<file path="src/hw/rtl/mes_pkg.sv">
// shared types, codes and sizes of the maze explorer step core
`default_nettype none

package mes_pkg;

  // default grid size
  localparam int unsigned GridRowsDef = 16;
  localparam int unsigned GridColsDef = 16;

  // field widths
  localparam int unsigned CoordW    = 4;
  localparam int unsigned CfgAddrW  = 2;
  localparam int unsigned CfgDataW  = 4;
  localparam int unsigned InTdataW  = 8;
  localparam int unsigned OutTdataW = 16;

  // configuration register indexes
  localparam logic [CfgAddrW-1:0] CfgStartRow     = 2'd0;
  localparam logic [CfgAddrW-1:0] CfgStartCol     = 2'd1;
  localparam logic [CfgAddrW-1:0] CfgStartHeading = 2'd2;

  // side of the robot, as absolute direction minus heading
  localparam logic [1:0] RelFront = 2'd0;
  localparam logic [1:0] RelRight = 2'd1;
  localparam logic [1:0] RelBack  = 2'd2;
  localparam logic [1:0] RelLeft  = 2'd3;

  typedef enum logic [1:0] {
    DIR_N = 2'd0,
    DIR_E = 2'd1,
    DIR_S = 2'd2,
    DIR_W = 2'd3
  } dir_e;

  typedef enum logic [1:0] {
    ACT_STRAIGHT = 2'd0,
    ACT_LEFT     = 2'd1,
    ACT_RIGHT    = 2'd2,
    ACT_UTURN    = 2'd3
  } action_e;

  typedef struct packed {
    logic right_open;
    logic front_open;
    logic left_open;
  } sense_t;

  typedef struct packed {
    dir_e    pick;
    action_e action;
  } step_t;

  typedef struct packed {
    logic              off_grid;
    dir_e              new_heading;
    logic [CoordW-1:0] new_col;
    logic [CoordW-1:0] new_row;
    action_e           action;
  } result_t;

endpackage

`default_nettype wire

</file>
<file path="src/hw/rtl/mes_step_pick.sv">
// direction choice: open and unvisited neighbour by priority, else u-turn
`default_nettype none

module mes_step_pick (
  input  mes_pkg::sense_t sense_i,
  input  mes_pkg::dir_e   heading_i,
  input  logic [3:0]      visited_i,  // one bit per absolute direction, off grid reads 0
  output mes_pkg::step_t  step_o
);
  import mes_pkg::*;

  logic [3:0] open_d;
  logic [3:0] cand;
  dir_e       pick;

  // open flag of each absolute direction from the relative sensors
  always_comb begin
    for (int d = 0; d < 4; d++) begin
      case (2'(d) - 2'(heading_i))
        RelFront: open_d[d] = sense_i.front_open;
        RelRight: open_d[d] = sense_i.right_open;
        RelLeft:  open_d[d] = sense_i.left_open;
        default:  open_d[d] = 1'b0;
      endcase
    end
  end

  assign cand = open_d & ~visited_i;

  always_comb begin
    if (cand[DIR_N]) begin
      pick = DIR_N;
    end else if (cand[DIR_E]) begin
      pick = DIR_E;
    end else if (cand[DIR_S]) begin
      pick = DIR_S;
    end else if (cand[DIR_W]) begin
      pick = DIR_W;
    end else begin
      pick = dir_e'(2'(heading_i) + RelBack);
    end
  end

  always_comb begin
    step_o.pick = pick;
    case (2'(pick) - 2'(heading_i))
      RelFront: step_o.action = ACT_STRAIGHT;
      RelLeft:  step_o.action = ACT_LEFT;
      RelRight: step_o.action = ACT_RIGHT;
      default:  step_o.action = ACT_UTURN;
    endcase
  end

endmodule

`default_nettype wire

</file>
<file path="src/hw/rtl/mes_row_store.sv">
// row memory of the visited map with per-row valid bits
`default_nettype none

module mes_row_store #(
  parameter  int unsigned Depth = mes_pkg::GridRowsDef,
  parameter  int unsigned Width = mes_pkg::GridColsDef,
  localparam int unsigned AW    = $clog2(Depth)
) (
  input  logic             clk_i,
  input  logic             rst_ni,
  input  logic             we_i,
  input  logic [AW-1:0]    waddr_i,
  input  logic [Width-1:0] wdata_i,
  input  logic             re_i,
  input  logic [AW-1:0]    raddr_i,
  output logic [Width-1:0] rdata_o
);
  import mes_pkg::*;

  logic [Width-1:0] mem [Depth];
  logic [Depth-1:0] vld_q;
  logic [Width-1:0] rd_q;
  logic             rd_ok_q;

  always_ff @(posedge clk_i) begin
    if (we_i) begin
      mem[waddr_i] <= wdata_i;
    end
    if (re_i) begin
      rd_q <= mem[raddr_i];
    end
  end

  // a row never written reads as all clear
  always_ff @(posedge clk_i or negedge rst_ni) begin
    if (!rst_ni) begin
      vld_q   <= '0;
      rd_ok_q <= 1'b0;
    end else begin
      if (we_i) begin
        vld_q[waddr_i] <= 1'b1;
      end
      if (re_i) begin
        rd_ok_q <= vld_q[raddr_i];
      end
    end
  end

  assign rdata_o = rd_ok_q ? rd_q : '0;

endmodule

`default_nettype wire

</file>
<file path="src/hw/rtl/maze_explorer_step_core.sv">
// maze explorer step core: one exploration step per wall sensor reading
//
// input stream s_axis: one transaction per sensor reading (left, front, right open)
// output stream m_axis: one transaction per reading with action, new position,
//   new heading and an off-grid flag
// config port: start row, column and heading, sampled when the first reading after
//   reset is processed; writes after that have no effect until the next reset
// path: a reading sits in the input register, and its step result is registered in the
//   result register that drives m_axis_tvalid and m_axis_tdata
// throughput: one reading per cycle while m_axis_tready is high; the step logic is
//   combinational between input register and result register, and the row memory read that
//   refills the neighbour window lands in time for the next reading
// reset: position, heading and window clear, all row valid bits clear, so the whole
//   visited map reads as unvisited; no clearing pass is needed
// stall: when m_axis_tready is low the result register holds, one more reading
//   waits in the input register, then s_axis_tready drops
`default_nettype none

module maze_explorer_step_core #(
  parameter int unsigned GRID_ROWS = mes_pkg::GridRowsDef,
  parameter int unsigned GRID_COLS = mes_pkg::GridColsDef
) (
  input  logic                             clk_i,
  input  logic                             rst_ni,
  // configuration writes
  input  logic                             cfg_we_i,
  input  logic [mes_pkg::CfgAddrW-1:0]     cfg_addr_i,
  input  logic [mes_pkg::CfgDataW-1:0]     cfg_wdata_i,
  // sensor readings
  input  logic                             s_axis_tvalid,
  output logic                             s_axis_tready,
  input  logic [mes_pkg::InTdataW-1:0]     s_axis_tdata,   // left_open, front_open, right_open
  // step results
  output logic                             m_axis_tvalid,
  input  logic                             m_axis_tready,
  output logic [mes_pkg::OutTdataW-1:0]    m_axis_tdata    // action[2], new_row[4], new_col[4],
                                                           // new_heading[2], off_grid[1]
);
  import mes_pkg::*;

  localparam int unsigned RW = $clog2(GRID_ROWS);
  localparam int unsigned CW = $clog2(GRID_COLS);
  localparam logic [RW-1:0] LastRow = RW'(GRID_ROWS - 1);
  localparam logic [CW-1:0] LastCol = CW'(GRID_COLS - 1);

  // configuration registers
  logic [CoordW-1:0] start_row_q, start_col_q;
  dir_e              start_hdg_q;

  // pipeline registers
  logic    in_valid_q;
  sense_t  in_sense_q;
  logic    out_valid_q;
  result_t out_q, out_d;
  logic    advance;

  // exploration state: position, heading, and a three-row window of the visited map
  logic            started_q;
  logic [RW-1:0]   row_q, row_d;
  logic [CW-1:0]   col_q, col_d;
  dir_e            hdg_q;
  logic [GRID_COLS-1:0] center_q, center_d;
  logic [GRID_COLS-1:0] above_q, above_d;
  logic [GRID_COLS-1:0] below_q, below_d;
  logic            above_ram_q, below_ram_q;  // that row is still in the memory read register

  // step signals
  logic [RW+3:0]        srow_ext;
  logic [CW+3:0]        scol_ext;
  logic [RW-1:0]        cur_row, start_row_sat;
  logic [CW-1:0]        cur_col, start_col_sat;
  dir_e                 cur_hdg;
  logic [GRID_COLS-1:0] ram_rdata, above_eff, below_eff, center_eff;
  logic [CW-1:0]        col_e, col_w;
  logic                 n_in, s_in, e_in, w_in;
  logic [3:0]           visited;
  step_t                step;
  logic                 step_in, shift_n, shift_s;
  logic                 ram_we, ram_re;
  logic [RW-1:0]        ram_waddr, ram_raddr;
  logic [GRID_COLS-1:0] ram_wdata;
  logic [RW:0]          row_x;
  logic [RW+CoordW-1:0] row_out_ext;
  logic [CW+CoordW-1:0] col_out_ext;

  // ---------------------------------------------------------------- config port
  always_ff @(posedge clk_i or negedge rst_ni) begin
    if (!rst_ni) begin
      start_row_q <= '0;
      start_col_q <= '0;
      start_hdg_q <= DIR_N;
    end else if (cfg_we_i) begin
      case (cfg_addr_i)
        CfgStartRow:     start_row_q <= cfg_wdata_i;
        CfgStartCol:     start_col_q <= cfg_wdata_i;
        CfgStartHeading: start_hdg_q <= dir_e'(cfg_wdata_i[1:0]);
        default:         ;
      endcase
    end
  end

  // ---------------------------------------------------------------- handshake
  // the stored reading moves on whenever the result register is free or drains
  assign advance       = in_valid_q && (!out_valid_q || m_axis_tready);
  assign s_axis_tready = !in_valid_q || advance;

  always_ff @(posedge clk_i or negedge rst_ni) begin
    if (!rst_ni) begin
      in_valid_q  <= 1'b0;
      out_valid_q <= 1'b0;
    end else begin
      if (s_axis_tready) begin
        in_valid_q <= s_axis_tvalid;
      end
      if (advance) begin
        out_valid_q <= 1'b1;
      end else if (m_axis_tready) begin
        out_valid_q <= 1'b0;
      end
    end
  end

  always_ff @(posedge clk_i) begin
    if (s_axis_tready && s_axis_tvalid) begin
      in_sense_q <= sense_t'(s_axis_tdata[2:0]);
    end
    if (advance) begin
      out_q <= out_d;
    end
  end

  // ---------------------------------------------------------------- current position
  // start cell saturates to the last row or column of the grid
  assign srow_ext      = {{RW{1'b0}}, start_row_q};
  assign scol_ext      = {{CW{1'b0}}, start_col_q};
  assign start_row_sat = (32'(start_row_q) < GRID_ROWS) ? srow_ext[RW-1:0] : LastRow;
  assign start_col_sat = (32'(start_col_q) < GRID_COLS) ? scol_ext[CW-1:0] : LastCol;

  assign cur_row = started_q ? row_q : start_row_sat;
  assign cur_col = started_q ? col_q : start_col_sat;
  assign cur_hdg = started_q ? hdg_q : start_hdg_q;

  // window rows; before the first step all are clear, the start cell is marked here
  assign above_eff  = above_ram_q ? ram_rdata : above_q;
  assign below_eff  = below_ram_q ? ram_rdata : below_q;
  assign center_eff = started_q ? center_q : (GRID_COLS'(1) << start_col_sat);

  // ---------------------------------------------------------------- neighbour lookup
  assign n_in  = (cur_row != '0);
  assign s_in  = (cur_row != LastRow);
  assign w_in  = (cur_col != '0);
  assign e_in  = (cur_col != LastCol);
  assign col_e = cur_col + CW'(1);
  assign col_w = cur_col - CW'(1);

  // a neighbour off the grid counts as unvisited
  always_comb begin
    visited        = '0;
    visited[DIR_N] = n_in && above_eff[cur_col];
    visited[DIR_S] = s_in && below_eff[cur_col];
    visited[DIR_E] = e_in && center_eff[col_e];
    visited[DIR_W] = w_in && center_eff[col_w];
  end

  mes_step_pick u_pick (
    .sense_i   (in_sense_q),
    .heading_i (cur_hdg),
    .visited_i (visited),
    .step_o    (step)
  );

  // ---------------------------------------------------------------- move
  always_comb begin
    case (step.pick)
      DIR_N:   step_in = n_in;
      DIR_E:   step_in = e_in;
      DIR_S:   step_in = s_in;
      default: step_in = w_in;
    endcase
  end

  assign shift_n = (step.pick == DIR_N) && n_in;
  assign shift_s = (step.pick == DIR_S) && s_in;

  always_comb begin
    row_d = cur_row;
    col_d = cur_col;
    if (step_in) begin
      case (step.pick)
        DIR_N:   row_d = cur_row - RW'(1);
        DIR_S:   row_d = cur_row + RW'(1);
        DIR_E:   col_d = col_e;
        default: col_d = col_w;
      endcase
    end
  end

  // window slides one row on a north or south move; the new cell is marked
  always_comb begin
    if (shift_n) begin
      center_d = above_eff;
    end else if (shift_s) begin
      center_d = below_eff;
    end else begin
      center_d = center_eff;
    end
    center_d = center_d | (GRID_COLS'(1) << col_d);
    above_d  = shift_s ? center_eff : above_eff;
    below_d  = shift_n ? center_eff : below_eff;
  end

  // row leaving the window goes back to memory, the row entering is fetched
  assign row_x     = {1'b0, cur_row};
  assign ram_we    = advance && ((shift_n && s_in) || (shift_s && n_in));
  assign ram_waddr = shift_n ? (cur_row + RW'(1)) : (cur_row - RW'(1));
  assign ram_wdata = shift_n ? below_eff : above_eff;
  assign ram_re    = advance && ((shift_n && (row_x >= (RW + 1)'(2))) ||
                                 (shift_s && ((row_x + (RW + 1)'(2)) < (RW + 1)'(GRID_ROWS))));
  assign ram_raddr = shift_n ? (cur_row - RW'(2)) : (cur_row + RW'(2));

  mes_row_store #(
    .Depth (GRID_ROWS),
    .Width (GRID_COLS)
  ) u_rows (
    .clk_i   (clk_i),
    .rst_ni  (rst_ni),
    .we_i    (ram_we),
    .waddr_i (ram_waddr),
    .wdata_i (ram_wdata),
    .re_i    (ram_re),
    .raddr_i (ram_raddr),
    .rdata_o (ram_rdata)
  );

  always_ff @(posedge clk_i or negedge rst_ni) begin
    if (!rst_ni) begin
      started_q   <= 1'b0;
      row_q       <= '0;
      col_q       <= '0;
      hdg_q       <= DIR_N;
      center_q    <= '0;
      above_q     <= '0;
      below_q     <= '0;
      above_ram_q <= 1'b0;
      below_ram_q <= 1'b0;
    end else if (advance) begin
      started_q   <= 1'b1;
      row_q       <= row_d;
      col_q       <= col_d;
      hdg_q       <= step.pick;
      center_q    <= center_d;
      above_q     <= above_d;
      below_q     <= below_d;
      above_ram_q <= shift_n;
      below_ram_q <= shift_s;
    end
  end

  // ---------------------------------------------------------------- result
  assign row_out_ext = {{CoordW{1'b0}}, row_d};
  assign col_out_ext = {{CoordW{1'b0}}, col_d};

  always_comb begin
    out_d.action      = step.action;
    out_d.new_row     = row_out_ext[CoordW-1:0];
    out_d.new_col     = col_out_ext[CoordW-1:0];
    out_d.new_heading = step.pick;
    out_d.off_grid    = !step_in;
  end

  assign m_axis_tvalid = out_valid_q;
  assign m_axis_tdata  = {{(OutTdataW - $bits(result_t)){1'b0}}, out_q};

  // ---------------------------------------------------------------- checks
  // the row fetched and the row written back are never the same row
  a_ram_ports_apart: assert property (@(posedge clk_i) disable iff (!rst_ni)
    (ram_we && ram_re) |-> (ram_waddr != ram_raddr))
    else $error("row store read and write hit the same row");

  // only one window row can be waiting in the memory read register
  a_one_pending_row: assert property (@(posedge clk_i) disable iff (!rst_ni)
    !(above_ram_q && below_ram_q))
    else $error("both window rows marked as pending from memory");

  // once started the core stays started until reset
  a_started_holds: assert property (@(posedge clk_i) disable iff (!rst_ni)
    started_q |=> started_q)
    else $error("started flag dropped");

  // the held position never leaves the grid
  a_pos_in_grid: assert property (@(posedge clk_i) disable iff (!rst_ni)
    started_q |-> ((row_q <= LastRow) && (col_q <= LastCol)))
    else $error("position outside the grid");

endmodule

`default_nettype wire

</file>
<file path="config.mk">
export PLATFORM = sky130hd
export DESIGN_NAME = maze_explorer_step_core
export DESIGN_NICKNAME = d
export VERILOG_FILES = /design/src/hw/rtl/mes_pkg.sv /design/src/hw/rtl/mes_step_pick.sv /design/src/hw/rtl/mes_row_store.sv /design/src/hw/rtl/maze_explorer_step_core.sv
export SDC_FILE = /design/constraint.sdc
export NUM_CORES = 1
export LEC_CHECK = 0
export BUFFER_PORTS_ARGS = -buffer_cell sky130_fd_sc_hd__buf_2
export CAP_MARGIN = 0
export CORE_MARGIN = 2
export CORE_UTILIZATION = 45
export CTS_CLUSTER_SIZE = 16
export DETAILED_ROUTE_END_ITERATION = 6
export PLACE_DENSITY = 0.61
export SLEW_MARGIN = 20
export SYNTH_ARGS = -nofsm -noshare
export SYNTH_HDL_FRONTEND = slang
export SYNTH_HIERARCHICAL = 1
export SYNTH_SLANG_ARGS = --single-unit
</file>
<file path="constraint.sdc">
create_clock -name clk_i -period 7.5 [get_ports clk_i]
set_clock_uncertainty 0.15 [all_clocks]
set_input_delay 0.75 -clock clk_i [delete_from_list [all_inputs] [get_ports clk_i]]
set_output_delay 0.75 -clock clk_i [all_outputs]
set_load 0.01 [all_outputs]
</file>
==> run metrics <==
Synth Area per Inst=15.3 sq um; top-area cell type share of the netlist area=0.483; asr flop ratio synth=0.238; number of synthesized flops with an enable pin=288; initial antenna violation count=0; Seq cells post-synth=around 380; flop-to-flop setup slack=approximately 1.6 ns; critical-path maximum fanout=26; Crit Path Category=reg2reg; max-slew violation count=0; status=completed; Tot GR Track Use=0.213; Max Fclk=0.169 GHz; layout cells sized above 1=0.265; Fin Setup TNS=0 ns; top cells by count, synth=edfxtp_1, mux4_2, dfrtp_1; crit path max-delay cell type=dfrtp_2; worst-case clock buffer depth=3; Startpoint Class=flop; Cell Count Post-Placement=~1700; kind of end point of the critical path=flop; Starting Density=0.453; CTS resizes=0; Layout fillers=3271; slew margin rel.=0.310; postcts setup bufs=0; pin count of the biggest net entering global routing=65; Synth Flop Type=edfxtp_1; period utilization=0.789; Max-Cap Viols=0; Worst R2R Start=started_q; Final Hold Vio Count=0; Hold WC Path Type=in2async; RD Place Congestion=0.889; most numerous cell in the Yosys netlist=edfxtp_1; H-tree depth=2; first-pass GRT wire length=between 60000 and 70000 um; total wire length=about 43000 um; hpwl dp=28000 um; DR DRC count=0; die width=204 um; worst-path cell chain=mux2i_4, buf_4, mux4_2, mux2_2, o22ai_1, nor4_1, nand4b_1, o31ai_2, a21oi_2, a21boi_2, inv_1, nand3_2, mux2i_1, xor2_1, or3b_1, nor3_2, buf_12; Vias=about 11000; antenna cells=0; vias in the first global route=between 10000 and 15000; synth top area cells=edfxtp_1, dfrtp_1, mux4_2, mux2i_1, mux2_2; worst reg-to-reg path cell count=17; Worst path max stage delay=about 0.75 ns; Area Overhead vs Synth=12.7%; Via density=6.06; Die Y=between 200 and 250 um; Final #Nets=1252; minimum clock period=5.92 ns; Ys Warns=6; clk_lat worst skew=0.57 ns; Core Region=0.0395 sq mm; Seq/Total Area, Yosys=0.609; Post-Synthesis Cells=1170; clk root buf=clkbuf_16; CTS Buf Count=41; WP data required=approximately 7.6 ns; Tightest Pin Transition=1.01 ns; RR Endpoint=u_rows/mem[0][13]; boundary pin count=37; CTS clk-pin slew, worst paths=~0.060 ns; Iter 0 DRT Violations=924; clock sink count=378; die footprint=0.0414 sq mm; Rows=73; RSZ-0062 raised after global routing=no; CTS tree=done; DRT Pass-1 Iters=5; Finished Layout Cells=~1800; global route overflow=0; post-synth top area cell=edfxtp_1; ANT nets after route=0; WL/cell=24.1 um; CTS Hold Bufs=0; IO Port Bufs=28; Netlist cell types=69; Setup-failing EPs final=0; mapped cell area=0.0179 sq mm; Worst Path Arrival=6.04 ns
[area by class of cell]
class	count	area (sq um)	share of cell area
Timing Repair Buffer	94	663	0.0329
Inverter	33	126	0.00626
Sequential cell	378	10900	0.540
Clock inverter	14	124	0.00614
Clock buffer	62	1180	0.0583
Multi-Input combinational cell	674	6530	0.324
Tap cell	525	657	0.0326
[per-layer routing]
| metal | track usage | vias up | wire length (um) |
|---|---|---|---|
| met2 | 0.339 | 342 | 20600 |
| met4 | 0.0688 | 0 | 967 |
| met3 | 0.0302 | 67 | 2300 |
| met1 | 0.306 | 5544 | 19000 |
| met5 | 0 | - | 0 |
| li1 | - | 4826 | - |
[sequential cells by signal (all words and copies together), names as in the netlist, 2 cells and up]
signal        flops
u_rows/mem      256
above_q          16
below_q          16
center_q         16
u_rows/rd_q      16
u_rows/vld_q     16
m_axis_tdata     13
col_q             4
row_q             4
start_col_q       4
start_row_q       4
in_sense_q        3
hdg_q             2
start_hdg_q       2
[cells in the final DEF, fill, tap and decap left out, types with 29 or more instances in the layout]
master	n
dfrtp_1	89
edfxtp_1	288
mux2_2	34
o22ai_1	47
mux2i_1	54
buf_4	65
nand2_1	47
nor2_1	29
mux4_2	92
clkbuf_16	42
[metrics by stage]
stage	utilization	hold slack [ns]	instance area [sq um]	setup slack, ns
2_1_floorplan	-	0.279	17900	0.947
3_3_place_gp	0.477	0.295	18900	1.56
3_5_place_dp	0.477	0.297	18900	1.51
4_1_cts	0.510	0.0578	20200	1.49
5_1_grt	0.510	0.0811	20200	1.19
6_report	0.510	0.0366	20200	1.58
[worst max-delay path by stage]
stage / from / slack, ns / depth (start not counted) / end
2_1_floorplan: started_q / 0.95 / 22 / u_rows/mem[0][0]
3_3_place_gp: started_q / 1.56 / 18 / u_rows/mem[0][6]
3_5_place_dp: started_q / 1.51 / 18 / u_rows/mem[0][6]
4_1_cts: started_q / 1.49 / 18 / u_rows/mem[0][13]
5_1_grt: started_q / 1.19 / 18 / u_rows/mem[0][13]
6_report: started_q / 1.58 / 17 / u_rows/mem[0][13]
[kinds of logic (layout without fill, tap and decap cells)]
kind of cell / after synthesis / after routing / synth area share
flip-flops: 378 / 378 / 0.609
AO/OA/AOI/OAI: 247 / 247 / 0.101
AND/OR/NAND/NOR: 201 / 201 / 0.0572
multiplexers: 192 / 192 / 0.183
buffers and inverters: 120 / 203 / 0.0332
XOR/XNOR: 20 / 20 / 0.00978
adder cells (fa/ha/maj): 11 / 11 / 0.00768
other: 1 / 3 / 0.000209
[worst max-delay path: cells and delay by family (launching register included)]
family | cells | cell delay (ns)
AND/OR/NAND/NOR | 5 | 2.13
multiplexers | 4 | 1.06
flip-flops | 1 | 0.75
buffers and inverters | 3 | 0.69
AO/OA/AOI/OAI | 4 | 0.63
XOR/XNOR | 1 | 0.18
Power is not shown: default switching activity piles up to over one toggle a cycle in this logic, so the estimate is an artifact.
